## config.mk

```make
export PLATFORM = sky130hd
export DESIGN_NAME = servo_pwm_output_batcher_core
export DESIGN_NICKNAME = d
export VERILOG_FILES = /design/src/rtl/spob_pkg.sv /design/src/rtl/servo_pwm_output_batcher_core.sv /design/src/rtl/spob_front.sv /design/src/rtl/spob_tcfg.sv /design/src/rtl/spob_back.sv
export VERILOG_INCLUDE_DIRS = /design/src /design/src/rtl
export SDC_FILE = /design/constraint.sdc
export NUM_CORES = 1
export LEC_CHECK = 0
export ABC_AREA = 1
export BUFFER_PORTS_ARGS = -buffer_cell sky130_fd_sc_hd__buf_4
export CORE_ASPECT_RATIO = 1.2
export CORE_MARGIN = 4
export CORE_UTILIZATION = 28
export DETAILED_ROUTE_END_ITERATION = 16
export PLACE_DENSITY = 0.43
export SETUP_SLACK_MARGIN = 0.3
export SYNTH_ARGS = -nofsm -noshare
export SYNTH_HDL_FRONTEND = slang
export SYNTH_HIERARCHICAL = 1
export SYNTH_SLANG_ARGS = --single-unit
```

## constraint.sdc

```tcl
create_clock -name clk -period 19.7 [get_ports clk]
set_input_delay 0 -clock clk [delete_from_list [all_inputs] [get_ports clk]]
set_output_delay 0 -clock clk [all_outputs]
set_load 0.03 [all_outputs]
```

## src/rtl/assert_macros.svh

```systemverilog
// ----------------------------------------------------------------------------
// assert_macros.svh
// concurrent assertion helpers shared by the rtl
// ----------------------------------------------------------------------------
`ifndef ASSERT_MACROS_SVH
`define ASSERT_MACROS_SVH

// property checked on every rising edge outside reset
`define SPOB_ASSERT(lbl, clk_s, rst_s, prop, msg) \
  lbl: assert property (@(posedge clk_s) disable iff (!rst_s) prop) \
    else $error(msg);

// condition that must never be seen outside reset
`define SPOB_NEVER(lbl, clk_s, rst_s, cond, msg) \
  `SPOB_ASSERT(lbl, clk_s, rst_s, !(cond), msg)

`endif

```

## src/rtl/spob_pkg.sv

```systemverilog
// ----------------------------------------------------------------------------
// spob_pkg
// types, codes and constants of the servo pwm output batcher
// ----------------------------------------------------------------------------
package spob_pkg;

  // actions
  localparam logic [2:0] ACT_WRITE   = 3'd0;
  localparam logic [2:0] ACT_CORK    = 3'd1;
  localparam logic [2:0] ACT_PUSH    = 3'd2;
  localparam logic [2:0] ACT_ENABLE  = 3'd3;
  localparam logic [2:0] ACT_DISABLE = 3'd4;
  localparam logic [2:0] ACT_READ    = 3'd5;

  // result kinds
  localparam logic [1:0] KIND_SET     = 2'd0;
  localparam logic [1:0] KIND_DISABLE = 2'd1;
  localparam logic [1:0] KIND_READ    = 2'd2;

  // channel modes
  localparam logic [1:0] MODE_NORMAL     = 2'd0;
  localparam logic [1:0] MODE_ONESHOT    = 2'd1;
  localparam logic [1:0] MODE_ONESHOT125 = 2'd2;

  // register indexes
  localparam logic [2:0] REG_MODE0 = 3'd0;
  localparam logic [2:0] REG_MODE3 = 3'd3;
  localparam logic [2:0] REG_RATE0 = 3'd4;
  localparam logic [2:0] REG_RATE2 = 3'd6;

  localparam int unsigned NUM_CHAN   = 4;
  localparam int unsigned NUM_TIMER  = 3;

  localparam logic [19:0] TICK_HZ      = 20'd1000000;
  localparam logic [15:0] RATE_MIN     = 16'd16;
  localparam logic [15:0] RATE_MAX     = 16'd50000;
  localparam logic [15:0] RESET_PERIOD = 16'd2500;
  localparam logic [15:0] BAD_READ     = 16'd900;
  localparam logic [15:0] MINP_ONESHOT    = 16'd100;
  localparam logic [15:0] MINP_ONESHOT125 = 16'd300;
  localparam logic [4:0]  DIV_STEPS    = 5'd20;

  // x*42/1000 as x*42*ceil(2^32/1000) >> 32, exact for 16-bit x
  localparam logic [27:0] ONESHOT_MUL = 28'd180388656;

  typedef struct packed {
    logic [2:0]  action;
    logic [2:0]  channel;
    logic [15:0] pulse_us;
  } in_item_t;

  typedef struct packed {
    logic [1:0]  kind;
    logic [1:0]  timer_index;
    logic        timer_channel;
    logic [15:0] compare_ticks;
    logic [15:0] period_ticks;
    logic [15:0] read_value;
    logic        last;
  } out_item_t;

  // classified item as queued between front and back
  typedef struct packed {
    logic [2:0]  op;
    logic [1:0]  chan;
    logic        bad;
    logic [15:0] pulse;
  } cmd_t;

  typedef struct packed {
    logic [NUM_CHAN-1:0][1:0]   mode;
    logic [NUM_TIMER-1:0][15:0] period;
  } tcfg_t;

  typedef struct packed {
    logic sweeping;
    logic corked;
  } back_stat_t;

  function automatic logic [1:0] chan_timer(input logic [1:0] c);
    case (c)
      2'd0:    chan_timer = 2'd0;
      2'd1:    chan_timer = 2'd0;
      2'd2:    chan_timer = 2'd1;
      default: chan_timer = 2'd2;
    endcase
  endfunction

  function automatic logic chan_out(input logic [1:0] c);
    chan_out = (c == 2'd1);
  endfunction

  function automatic logic [15:0] mode_min(input logic [1:0] m);
    case (m)
      MODE_ONESHOT:    mode_min = MINP_ONESHOT;
      MODE_ONESHOT125: mode_min = MINP_ONESHOT125;
      default:         mode_min = 16'd0;
    endcase
  endfunction

endpackage

```

## src/rtl/servo_pwm_output_batcher_core.sv

```systemverilog
// ----------------------------------------------------------------------------
// servo_pwm_output_batcher_core
// four servo channels batched into compare commands for three pwm timers
// ----------------------------------------------------------------------------
//  channel  ports                                  direction
//  in       in_valid, in_ready, in_data            action items in
//  out      out_valid, out_ready, out_data         timer commands out
//  cfg      cfg_valid, cfg_ready, cfg_index/data   mode and rate registers
//
//  a write, enable, disable or read item gives at most one command; a push
//  gives one per changed channel (up to four), lowest channel first
//  a rate write runs a serial period divider; in_ready and cfg_ready are
//  low meanwhile
//  a two-entry queue lets the front keep taking items while the back waits
//  on out_ready
//  synchronous active-low reset; periods come out of reset at 2500 ticks
// ----------------------------------------------------------------------------
`include "assert_macros.svh"

module servo_pwm_output_batcher_core import spob_pkg::*; (
  input  logic        clk,
  input  logic        rst_n,
  input  logic        in_valid,
  output logic        in_ready,
  input  in_item_t    in_data,
  output logic        out_valid,
  input  logic        out_ready,
  output out_item_t   out_data,
  input  logic        cfg_valid,
  output logic        cfg_ready,
  input  logic [2:0]  cfg_index,
  input  logic [15:0] cfg_data
);

  tcfg_t      tcfg;
  logic       tcfg_busy;
  logic       q_valid, q_pop;
  cmd_t       q_cmd;
  back_stat_t stat;

  spob_tcfg u_tcfg (
    .clk       (clk),
    .rst_n     (rst_n),
    .cfg_valid (cfg_valid),
    .cfg_ready (cfg_ready),
    .cfg_index (cfg_index),
    .cfg_data  (cfg_data),
    .tcfg      (tcfg),
    .busy      (tcfg_busy)
  );

  spob_front u_front (
    .clk      (clk),
    .rst_n    (rst_n),
    .hold     (tcfg_busy),
    .in_valid (in_valid),
    .in_ready (in_ready),
    .in_data  (in_data),
    .q_valid  (q_valid),
    .q_cmd    (q_cmd),
    .q_pop    (q_pop)
  );

  spob_back u_back (
    .clk       (clk),
    .rst_n     (rst_n),
    .tcfg      (tcfg),
    .q_valid   (q_valid),
    .q_cmd     (q_cmd),
    .q_pop     (q_pop),
    .out_valid (out_valid),
    .out_ready (out_ready),
    .out_data  (out_data),
    .stat      (stat)
  );

  `SPOB_NEVER(a_no_accept_while_div, clk, rst_n, in_ready && tcfg_busy, "item taken during period divide")
  `SPOB_ASSERT(a_sweep_corked, clk, rst_n, stat.sweeping |-> stat.corked, "push sweep while uncorked")
  `SPOB_ASSERT(a_notlast_sweep, clk, rst_n, (out_valid && !out_data.last) |-> stat.sweeping, "item missing its last result")

endmodule

```

## src/rtl/spob_front.sv

```systemverilog
// ----------------------------------------------------------------------------
// spob_front
// accepts items, drops those with no effect, queues the rest for the back
// ----------------------------------------------------------------------------
module spob_front import spob_pkg::*; (
  input  logic     clk,
  input  logic     rst_n,
  input  logic     hold,
  input  logic     in_valid,
  output logic     in_ready,
  input  in_item_t in_data,
  output logic     q_valid,
  output cmd_t     q_cmd,
  input  logic     q_pop
);

  cmd_t       q_mem_r [2];
  logic [1:0] cnt_r, cnt_nxt;
  logic       wr_ptr_r, rd_ptr_r;
  logic       accept, keep, push;
  logic       bad;
  cmd_t       cmd;

  always_comb begin
    bad       = in_data.channel[2];
    cmd.op    = in_data.action;
    cmd.chan  = in_data.channel[1:0];
    cmd.bad   = bad;
    cmd.pulse = in_data.pulse_us;
    case (in_data.action)
      ACT_CORK, ACT_PUSH, ACT_READ:         keep = 1'b1;
      ACT_WRITE, ACT_ENABLE, ACT_DISABLE:   keep = !bad;
      default:                              keep = 1'b0;
    endcase
  end

  assign in_ready = (cnt_r != 2'd2) && !hold;
  assign accept   = in_valid && in_ready;
  assign push     = accept && keep;
  assign q_valid  = (cnt_r != 2'd0);
  assign q_cmd    = q_mem_r[rd_ptr_r];

  always_comb begin
    cnt_nxt = cnt_r;
    if (push && !q_pop) begin
      cnt_nxt = cnt_r + 2'd1;
    end else if (!push && q_pop) begin
      cnt_nxt = cnt_r - 2'd1;
    end
  end

  always_ff @(posedge clk) begin
    if (!rst_n) begin
      cnt_r    <= 2'd0;
      wr_ptr_r <= 1'b0;
      rd_ptr_r <= 1'b0;
    end else begin
      cnt_r <= cnt_nxt;
      if (push) begin
        wr_ptr_r <= !wr_ptr_r;
      end
      if (q_pop) begin
        rd_ptr_r <= !rd_ptr_r;
      end
    end
  end

  always_ff @(posedge clk) begin
    if (push) begin
      q_mem_r[wr_ptr_r] <= cmd;
    end
  end

endmodule

```

## src/rtl/spob_tcfg.sv

```systemverilog
// ----------------------------------------------------------------------------
// spob_tcfg
// channel modes and timer periods, with a bit-serial period divider
// ----------------------------------------------------------------------------
module spob_tcfg import spob_pkg::*; (
  input  logic        clk,
  input  logic        rst_n,
  input  logic        cfg_valid,
  output logic        cfg_ready,
  input  logic [2:0]  cfg_index,
  input  logic [15:0] cfg_data,
  output tcfg_t       tcfg,
  output logic        busy
);

  logic [NUM_CHAN-1:0][1:0]   mode_r;
  logic [NUM_TIMER-1:0][15:0] period_r;
  logic [4:0]  cnt_r;
  logic [1:0]  tsel_r;
  logic [15:0] den_r, rem_r, quot_r;
  logic [19:0] num_r;
  logic [16:0] trial, diff;
  logic        ge, wr;
  logic [15:0] rate_sat;
  logic [2:0]  tidx;

  assign busy      = (cnt_r != 5'd0);
  assign cfg_ready = !busy;
  assign wr        = cfg_valid && cfg_ready;
  assign tcfg.mode   = mode_r;
  assign tcfg.period = period_r;

  always_comb begin
    if (cfg_data < RATE_MIN) begin
      rate_sat = RATE_MIN;
    end else if (cfg_data > RATE_MAX) begin
      rate_sat = RATE_MAX;
    end else begin
      rate_sat = cfg_data;
    end
    tidx  = cfg_index - REG_RATE0;
    trial = {rem_r, num_r[19]};
    diff  = trial - {1'b0, den_r};
    ge    = (trial >= {1'b0, den_r});
  end

  always_ff @(posedge clk) begin
    if (!rst_n) begin
      mode_r   <= '0;
      period_r <= {NUM_TIMER{RESET_PERIOD}};
      cnt_r    <= 5'd0;
    end else begin
      if (wr) begin
        if (cfg_index inside {[REG_MODE0:REG_MODE3]}) begin
          mode_r[cfg_index[1:0]] <= cfg_data[1:0];
        end else if (cfg_index inside {[REG_RATE0:REG_RATE2]}) begin
          cnt_r <= DIV_STEPS;
        end
      end else if (busy) begin
        cnt_r <= cnt_r - 5'd1;
        if (cnt_r == 5'd1) begin
          period_r[tsel_r] <= {quot_r[14:0], ge};
        end
      end
    end
  end

  // restoring division of the tick rate, one quotient bit a cycle
  always_ff @(posedge clk) begin
    if (wr) begin
      tsel_r <= tidx[1:0];
      den_r  <= rate_sat;
      num_r  <= TICK_HZ;
      rem_r  <= 16'd0;
      quot_r <= 16'd0;
    end else if (busy) begin
      num_r  <= {num_r[18:0], 1'b0};
      rem_r  <= ge ? diff[15:0] : trial[15:0];
      quot_r <= {quot_r[14:0], ge};
    end
  end

endmodule

```

## src/rtl/spob_back.sv

```systemverilog
// ----------------------------------------------------------------------------
// spob_back
// carries out queued commands, holds servo state and the result register
// ----------------------------------------------------------------------------
module spob_back import spob_pkg::*; (
  input  logic       clk,
  input  logic       rst_n,
  input  tcfg_t      tcfg,
  input  logic       q_valid,
  input  cmd_t       q_cmd,
  output logic       q_pop,
  output logic       out_valid,
  input  logic       out_ready,
  output out_item_t  out_data,
  output back_stat_t stat
);

  logic [NUM_CHAN-1:0][15:0] pending_r, pending_nxt;
  logic [NUM_CHAN-1:0][15:0] sent_r, sent_nxt;
  logic [NUM_CHAN-1:0]       mask_r, mask_nxt, diff_mask, mask_rest;
  logic      corked_r, corked_nxt;
  logic      out_valid_r, out_valid_nxt;
  out_item_t out_data_r, out_data_nxt;
  logic      slot_free, emit, sweeping;
  logic [1:0]  sw_ch, sel_ch, sel_timer, sel_mode;
  logic [15:0] sel_pulse, scaled, minp, period;
  logic [43:0] prod;
  out_item_t res;

  assign slot_free = !out_valid_r || out_ready;
  assign sweeping  = |mask_r;

  always_comb begin
    sw_ch = 2'd0;
    for (int i = NUM_CHAN - 1; i >= 0; i--) begin
      if (mask_r[i]) begin
        sw_ch = 2'(i);
      end
    end
    for (int i = 0; i < NUM_CHAN; i++) begin
      diff_mask[i] = (pending_r[i] != sent_r[i]);
    end
    mask_rest        = mask_r;
    mask_rest[sw_ch] = 1'b0;
  end

  // channel and pulse that a compare or disable command would address
  always_comb begin
    sel_ch    = sweeping ? sw_ch : q_cmd.chan;
    if (sweeping) begin
      sel_pulse = pending_r[sw_ch];
    end else if (q_cmd.op == ACT_WRITE) begin
      sel_pulse = q_cmd.pulse;
    end else begin
      sel_pulse = pending_r[q_cmd.chan];
    end
    sel_mode  = tcfg.mode[sel_ch];
    sel_timer = chan_timer(sel_ch);
    prod      = 44'(sel_pulse) * 44'(ONESHOT_MUL);
    case (sel_mode)
      MODE_ONESHOT:    scaled = {4'd0, prod[43:32]};
      MODE_ONESHOT125: scaled = {3'd0, sel_pulse[15:3]};
      default:         scaled = sel_pulse;
    endcase
    case (sel_timer)
      2'd0: begin
        minp = (mode_min(tcfg.mode[0]) > mode_min(tcfg.mode[1])) ?
               mode_min(tcfg.mode[0]) : mode_min(tcfg.mode[1]);
      end
      2'd1:    minp = mode_min(tcfg.mode[2]);
      default: minp = mode_min(tcfg.mode[3]);
    endcase
    period = (tcfg.period[sel_timer] > minp) ? tcfg.period[sel_timer] : minp;
  end

  always_comb begin
    pending_nxt = pending_r;
    sent_nxt    = sent_r;
    mask_nxt    = mask_r;
    corked_nxt  = corked_r;
    q_pop       = 1'b0;
    emit        = 1'b0;
    res.kind          = KIND_SET;
    res.timer_index   = sel_timer;
    res.timer_channel = chan_out(sel_ch);
    res.compare_ticks = scaled;
    res.period_ticks  = period;
    res.read_value    = 16'd0;
    res.last          = 1'b1;
    if (sweeping) begin
      if (slot_free) begin
        emit            = 1'b1;
        res.last        = (mask_rest == '0);
        sent_nxt[sw_ch] = pending_r[sw_ch];
        mask_nxt        = mask_rest;
        if (mask_rest == '0) begin
          corked_nxt = 1'b0;
        end
      end
    end else if (q_valid) begin
      case (q_cmd.op)
        ACT_WRITE: begin
          if (corked_r) begin
            pending_nxt[q_cmd.chan] = q_cmd.pulse;
            q_pop                   = 1'b1;
          end else if (slot_free) begin
            pending_nxt[q_cmd.chan] = q_cmd.pulse;
            sent_nxt[q_cmd.chan]    = q_cmd.pulse;
            emit                    = 1'b1;
            q_pop                   = 1'b1;
          end
        end
        ACT_CORK: begin
          corked_nxt = 1'b1;
          q_pop      = 1'b1;
        end
        ACT_PUSH: begin
          q_pop = 1'b1;
          if (corked_r) begin
            if (diff_mask == '0) begin
              corked_nxt = 1'b0;
            end else begin
              mask_nxt = diff_mask;
            end
          end
        end
        ACT_ENABLE: begin
          if (slot_free) begin
            emit  = 1'b1;
            q_pop = 1'b1;
          end
        end
        ACT_DISABLE: begin
          if (slot_free) begin
            emit              = 1'b1;
            q_pop             = 1'b1;
            res.kind          = KIND_DISABLE;
            res.compare_ticks = 16'd0;
          end
        end
        ACT_READ: begin
          if (slot_free) begin
            emit              = 1'b1;
            q_pop             = 1'b1;
            res.kind          = KIND_READ;
            res.timer_index   = 2'd0;
            res.timer_channel = 1'b0;
            res.compare_ticks = 16'd0;
            res.period_ticks  = 16'd0;
            res.read_value    = q_cmd.bad ? BAD_READ : pending_r[q_cmd.chan];
          end
        end
        default: begin
          q_pop = 1'b1;
        end
      endcase
    end
    out_valid_nxt = out_valid_r;
    out_data_nxt  = out_data_r;
    if (emit) begin
      out_valid_nxt = 1'b1;
      out_data_nxt  = res;
    end else if (out_ready) begin
      out_valid_nxt = 1'b0;
    end
  end

  always_ff @(posedge clk) begin
    if (!rst_n) begin
      pending_r   <= '0;
      sent_r      <= '0;
      mask_r      <= '0;
      corked_r    <= 1'b0;
      out_valid_r <= 1'b0;
    end else begin
      pending_r   <= pending_nxt;
      sent_r      <= sent_nxt;
      mask_r      <= mask_nxt;
      corked_r    <= corked_nxt;
      out_valid_r <= out_valid_nxt;
    end
  end

  always_ff @(posedge clk) begin
    out_data_r <= out_data_nxt;
  end

  assign out_valid     = out_valid_r;
  assign out_data      = out_data_r;
  assign stat.sweeping = sweeping;
  assign stat.corked   = corked_r;

endmodule

```

==> results of run 1 <==
## worst paths after layout
path | to | slack (ps) | cells after the start
max | u_back/out_data[41] | 12090 | 32
min | u_front/q_mem_r[0][8] | 140 | 2
max reg2reg | u_back/out_data[41] | 12090 | 32
min reg2reg | u_tcfg/num_r[17] | 460 | 2
## per-layer routing
| layer | share of wire | up-vias | wire, um | global-route usage |
|---|---|---|---|---|
| li1 | - | 10240 | - | - |
| met1 | 0.44 | 9882 | 37200 | 0.2425 |
| met2 | 0.48 | 520 | 40560 | 0.3195 |
| met3 | 0.047 | 164 | 4023 | 0.02836 |
| met4 | 0.042 | 0 | 3554 | 0.07144 |
| met5 | 0 | - | 0 | 0 |
## registers in the layout, indices dropped and copies added, names as in the netlist, 4 cells and up, named ones only
name and flops:
u_tcfg/tcfg 56, u_back/out_data 54, u_tcfg/quot_r 15, u_back/sent_r 64, u_tcfg/num_r 14, u_tcfg/cnt_r 5, u_tcfg/den_r 16, u_front/q_mem_r 44
u_back/mask_r 4, u_tcfg/rem_r 16, u_back/pending_r 64
## area by class of cell
| cell class | instances | area share |
|---|---|---|
| clock buffer | 63 | 0.04413 |
| clock inverter | 17 | 0.005562 |
| inverter | 488 | 0.06683 |
| multi-input combinational | 2053 | 0.4708 |
| sequential | 361 | 0.3056 |
| tap | 1121 | 0.05110 |
| timing repair buffer | 188 | 0.05598 |
## metrics by stage
step | instance area [um2] | utilization | std cells | hold WS [ps] | setup WS, ps
floorplan | 23590 | - | 3018 | 98.87 | 13200
global route | 27450 | 0.3289 | 4291 | 106.1 | 11600
finish | 27450 | 0.3289 | 4291 | 142.2 | 12090
global placement | 25580 | 0.3065 | 4161 | 192.0 | 12120
detailed placement | 25580 | 0.3065 | 4161 | 194.7 | 12130
CTS | 27450 | 0.3289 | 4291 | 99.50 | 12120
## cells in the final DEF, fill, tap and decap left out, types with 14 or more instances in the layout
cell / instances
sky130_fd_sc_hd__nand2_1: 544
sky130_fd_sc_hd__inv_1: 476
sky130_fd_sc_hd__dfxtp_1: 245
sky130_fd_sc_hd__a21oi_1: 242
sky130_fd_sc_hd__o21ai_0: 239
sky130_fd_sc_hd__nor2_1: 229
sky130_fd_sc_hd__ha_1: 205
sky130_fd_sc_hd__buf_4: 138
sky130_fd_sc_hd__nand3_1: 132
sky130_fd_sc_hd__edfxtp_1: 116
sky130_fd_sc_hd__fa_1: 66
sky130_fd_sc_hd__dlygate4sd3_1: 50
sky130_fd_sc_hd__clkbuf_16: 43
sky130_fd_sc_hd__xor2_1: 38
sky130_fd_sc_hd__o211ai_1: 32
sky130_fd_sc_hd__a31oi_1: 32
sky130_fd_sc_hd__nor3_1: 27
sky130_fd_sc_hd__nand4_1: 23
sky130_fd_sc_hd__o22ai_1: 22
sky130_fd_sc_hd__mux2_2: 22
sky130_fd_sc_hd__a221oi_1: 20
sky130_fd_sc_hd__xnor2_1: 18
sky130_fd_sc_hd__or2_2: 15
sky130_fd_sc_hd__clkbuf_1: 14
sky130_fd_sc_hd__o221ai_1: 14
## worst max-delay path: cells and delay by family (launching register included)
kind | cells | cell delay [ps]
flops | 1 | 520
mux | 1 | 470
buf+inv | 6 | 950
compound gates | 5 | 1060
fa+ha+maj | 7 | 2570
simple gates | 13 | 1750
==> metrics.log, run 1 <==
INFO  metric final_antenna_net_count = 0
INFO  metric numClockSinks = 361
INFO  metric number_of_buffers_created_by_cts = 43
INFO  metric layout.nets = 3452
INFO  metric hold_class = in2reg
INFO  metric synth_area_per_cell = 7.815 um2
INFO  metric postCtsSetupRepairBufs = 0
INFO  metric unrepaired_setup_endpoints_after_global_routing = false
INFO  metric hold_path_startpoint = in_data[8]
INFO  metric area_growth_syn_to_layout = 16.37%
INFO  metric drt-initial-drc-count = 1340
INFO  metric critical_path_arrival = 7940 ps
INFO  metric finalHoldViolCount = 0
INFO  metric cts.root.buffer_cell = sky130_fd_sc_hd__clkbuf_16
INFO  metric min_period_over_period = 0.3863
INFO  metric outcome = complete, no violations
INFO  metric place.gp.congestion = 0.8906
INFO  metric num_vias = 20800
INFO  metric area_used_by_multi_input_combinational_logic = 12920 um2
INFO  metric overflow = 0
INFO  metric post-dp-hpwl = 62.51 mm
INFO  metric fp.coreArea = 83460 um2
INFO  metric drt-wirelength-per-cell = 19.89 um
INFO  metric timing.setup.critical_path_class = reg2reg
INFO  metric setup_viol = 0
INFO  metric count_of_maximum_capacitance_violations = 0
INFO  metric required = 20030 ps
INFO  metric setup.worst_path.end_class = flop
INFO  metric drt_drc = 0
INFO  metric antenna_found_initial = 0
INFO  metric final.min_clock_period = 7610 ps
INFO  metric finalClockSkew = 24.44 ps
INFO  metric h-tree-depth = 2
INFO  metric number_of_cell_rows = 116
INFO  metric grt_start_max_net_pins = 80
INFO  metric slowest_delay = 590 ps
INFO  metric critPathMostFrequentCell = sky130_fd_sc_hd__nand2_1
INFO  metric tritoncts = yes
INFO  metric fin_setup_tns = 0 ps
INFO  metric drt_pass1_iterations = 5
INFO  metric gr-usage-all-layers = 0.1886
INFO  metric cts_buffer_depth = 3
INFO  metric timing.max_slew.rel_slack = 0.1936
INFO  metric detail_route.wirelength = 85.33 mm
INFO  metric post_cts.resized_instances = 0
INFO  metric die_area = 88960 um2
INFO  metric clock_latency = 610 ps
INFO  metric finalMaxSlewViolations = 0
INFO  metric clk_slew_on_worst_s_h_paths = 60 ps
INFO  metric chipWidth = 272.9 um
INFO  metric viasPerCell = 4.848
INFO  metric syn-cell-area = 23590 um2
INFO  metric die_h = 325.9 um
INFO  metric numPortBuffers = 102
INFO  metric clock.fmax = 0.1314 GHz
INFO  metric fill_cell_instance_count_of_the_final_layout = 8911
INFO  metric worst_path_maximum_fanout = 15
INFO  metric synthesis.yosys.warnings = 6
INFO  metric first_global_vias = 20600
INFO  metric num_antenna_cells = 0
INFO  metric ctsHoldBuffers = 50
INFO  metric start_kind = flop
INFO  metric synth_fp_nets = 3335
INFO  metric cpMaxStageDelayCell = sky130_fd_sc_hd__a221oi_1
INFO  metric top_level_ports = 103
INFO  metric grt_first_pass_wirelength = 128.3 mm
INFO  metric layout-drive-gt1-share = 0.09621
INFO  metric slew_at_the_pin_closest_to_its_max_slew_limit = 1208 ps
INFO  metric syn_inst = 3018
INFO  metric floorplan.initialDensity = 0.2826
INFO  metric register_area = 8388 um2
Power of run 1 is left out: the tool's default activity adds up to more than one toggle a clock period on the data nets, which glitch-free logic cannot reach.
==> inputs of run 2 (changes only) <==
--- a/config.mk
+++ b/config.mk
@@ -6,13 +6,13 @@
 export SDC_FILE = /design/constraint.sdc
 export NUM_CORES = 1
 export LEC_CHECK = 0
-export ABC_AREA = 1
+export ABC_AREA = 0
 export BUFFER_PORTS_ARGS = -buffer_cell sky130_fd_sc_hd__buf_4
 export CORE_ASPECT_RATIO = 1.2
 export CORE_MARGIN = 4
 export CORE_UTILIZATION = 28
 export DETAILED_ROUTE_END_ITERATION = 16
-export PLACE_DENSITY = 0.43
+export PLACE_DENSITY = 0.44
 export SETUP_SLACK_MARGIN = 0.3
 export SYNTH_ARGS = -nofsm -noshare
 export SYNTH_HDL_FRONTEND = slang
==> constraint.sdc (replaced) <==
create_clock -name clk -period 6.9 [get_ports clk]
set_input_delay 0 -clock clk [delete_from_list [all_inputs] [get_ports clk]]
set_output_delay 0 -clock clk [all_outputs]
set_load 0.03 [all_outputs]
==> metrics.log, run 2 <==
INFO  metric outcome = complete, no violations
INFO  metric slowest_delay = 590 ps
INFO  metric layout.cells.most_common_list = sky130_fd_sc_hd__nand2_1, sky130_fd_sc_hd__buf_4, sky130_fd_sc_hd__dfxtp_1
INFO  metric viasPerCell = 4.939
INFO  metric num_vias = 19520
INFO  metric final_common_cell = sky130_fd_sc_hd__nand2_1
INFO  metric h-tree-depth = 2
INFO  metric gr-usage-all-layers = 0.1799
INFO  metric clk_slew_on_worst_s_h_paths = 60 ps
INFO  metric setup_viol = 0
INFO  metric grt_start_max_net_pins = 84
INFO  metric final_core_utilization = 0.3633
INFO  metric worst_path_maximum_fanout = 7
INFO  metric chipWidth = 271.4 um
INFO  metric numClockSinks = 361
INFO  metric wirelength_met1 = 34.96 mm
INFO  metric drt_drc = 0
INFO  metric hold_path_startpoint = in_data[8]
INFO  metric timing.max_slew.rel_slack = 0.1168
INFO  metric syn-cell-area = 23310 um2
INFO  metric clock_latency = 600 ps
INFO  metric start_kind = flop
INFO  metric p_leak = 13.25 nW
INFO  metric fp.coreArea = 82300 um2
INFO  metric power_density = 352.5 nW/um2
INFO  metric syn_inst = 2522
INFO  metric maximum_ir_drop_on_the_vdd_rail = 0.0001829 V
INFO  metric grt_first_pass_wirelength = 122.2 mm
INFO  metric synth_area_per_cell = 9.245 um2
INFO  metric cpMaxStageDelayCell = sky130_fd_sc_hd__fa_1
INFO  metric required = 7210 ps
INFO  metric first_global_vias = 19890
INFO  metric fin_setup_tns = 0 ps
INFO  metric timing.setup.critical_path_class = reg2reg
INFO  metric final_antenna_net_count = 0
INFO  metric die_area = 87970 um2
INFO  metric hold_end = u_front/q_mem_r[1][8]
INFO  metric floorplan.initialDensity = 0.2833
INFO  metric unrepaired_setup_endpoints_after_global_routing = true
INFO  metric finalHoldViolCount = 0
INFO  metric number_of_buffers_created_by_cts = 44
INFO  metric number_of_cell_rows = 115
INFO  metric tritoncts = yes
INFO  metric numPortBuffers = 102
INFO  metric finalClockSkew = 42.41 ps
INFO  metric top_level_ports = 103
INFO  metric synth_fp_nets = 2839
INFO  metric place.gp.congestion = 0.8990
INFO  metric top_signal_layer_used = met4
INFO  metric critical_path.reg2reg.endpoint = u_back/out_data[41]
INFO  metric fill_cell_instance_count_of_the_final_layout = 8360
INFO  metric cts.root.buffer_cell = sky130_fd_sc_hd__clkbuf_16
INFO  metric timing.reg2reg.setup_slack = 370 ps
INFO  metric met3WireLength = 3.642 mm
INFO  metric area_growth_syn_to_layout = 28.27%
INFO  metric overflow = 0
INFO  metric post-dp-hpwl = 60.89 mm
INFO  metric layout.nets = 3122
INFO  metric count_of_maximum_capacitance_violations = 0
INFO  metric min_period_over_period = 0.9457
INFO  metric die_h = 324.1 um
INFO  metric detail_route.wirelength = 81.01 mm
INFO  metric final.min_clock_period = 6526 ps
INFO  metric setup.worst_path.end_class = flop
INFO  metric slew_at_the_pin_closest_to_its_max_slew_limit = 1320 ps
INFO  metric critical_path_arrival = 6830 ps
INFO  metric cts_buffer_depth = 3
INFO  metric worst-r2r-cell-count = 25
INFO  metric antenna_found_initial = 2
INFO  metric drt-initial-drc-count = 1119
INFO  metric layout-drive-gt1-share = 0.2257
INFO  metric synthesis.yosys.warnings = 6
INFO  metric drt-wirelength-per-cell = 20.50 um
INFO  metric hold_depth = 2
INFO  metric hold_class = in2reg
INFO  metric area_used_by_multi_input_combinational_logic = 14660 um2
INFO  metric drt_pass1_iterations = 5
INFO  metric register_area = 8396 um2
INFO  metric finalMaxSlewViolations = 0
INFO  metric met2WireLength = 38.93 mm
INFO  metric clock.fmax = 0.1532 GHz
-- run 2: final cells by class --
cell class | count | share of cell area
antenna | 1 | 0.00008368
tap | 1111 | 0.04648
sequential | 361 | 0.2807
multi-input combinational | 1784 | 0.4901
clock inverter | 23 | 0.007280
inverter | 235 | 0.02966
clock buffer | 58 | 0.04025
timing repair buffer | 379 | 0.1054
-- run 2: how the worst max path moves through the flow --
stage / start / endpoint / cells past startpoint
2_1_floorplan: flop / u_back/out_data[39] / 28
3_3_place_gp: u_back/mask_r[1] / u_back/out_data[34] / 28
3_5_place_dp: u_back/mask_r[1] / u_back/out_data[34] / 28
4_1_cts: flop / u_back/out_data[41] / 25
5_1_grt: flop / u_back/out_data[41] / 28
6_report: flop / u_back/out_data[41] / 25
-- run 2: worst max-delay path: cells and delay by family, from the launching register on --
kind	cells	cell delay (ps)
compound gates	9	1510
fa+ha+maj	6	2370
buf+inv	6	920
flops	1	410
mux	2	820
simple gates	2	190
-- run 2: metrics by stage --
stage	power [mW]	setup slack, ps	hold slack, ps	area [um2]	std cells
3_3_place_gp	7.672	-195.3	185.8	26560	3772
5_1_grt	11.31	160.2	125.0	29900	3951
6_report	10.54	374.4	135.3	29900	3952
2_1_floorplan	5.971	295.2	98.87	23550	2522
3_5_place_dp	7.690	-181.8	191.6	26560	3772
4_1_cts	10.28	191.6	94.36	29000	3929
-- run 2: what timing repair did --
item / in CTS / in global routing
gates resized for setup: 62 / 137
cloned: 2 / 0
hold buffers: 51 / 0
pin swaps: 46 / 75
setup endpoints to repair: 12 / 12
setup buffers: 23 / 22
endpoints found under the hold margin: 125 / 0
-- run 2: power breakdown --
| part | internal, mW | switching (mW) | total [mW] |
|---|---|---|---|
| Sequential | 2.59 | 0.237 | 2.82 |
| Clock | 1.32 | 0.963 | 2.28 |
| Combinational | 2.23 | 3.21 | 5.44 |
| Total | 6.14 | 4.41 | 10.5 |
-- run 2: layer usage --
layer | vias to the layer above | GRT usage
met5 | - | 0
met4 | 0 | 0.07317
met3 | 136 | 0.02456
met2 | 476 | 0.3139
met1 | 9509 | 0.2250
li1 | 9397 | -
No activity file was read; power rests on OpenSTA's default activity.
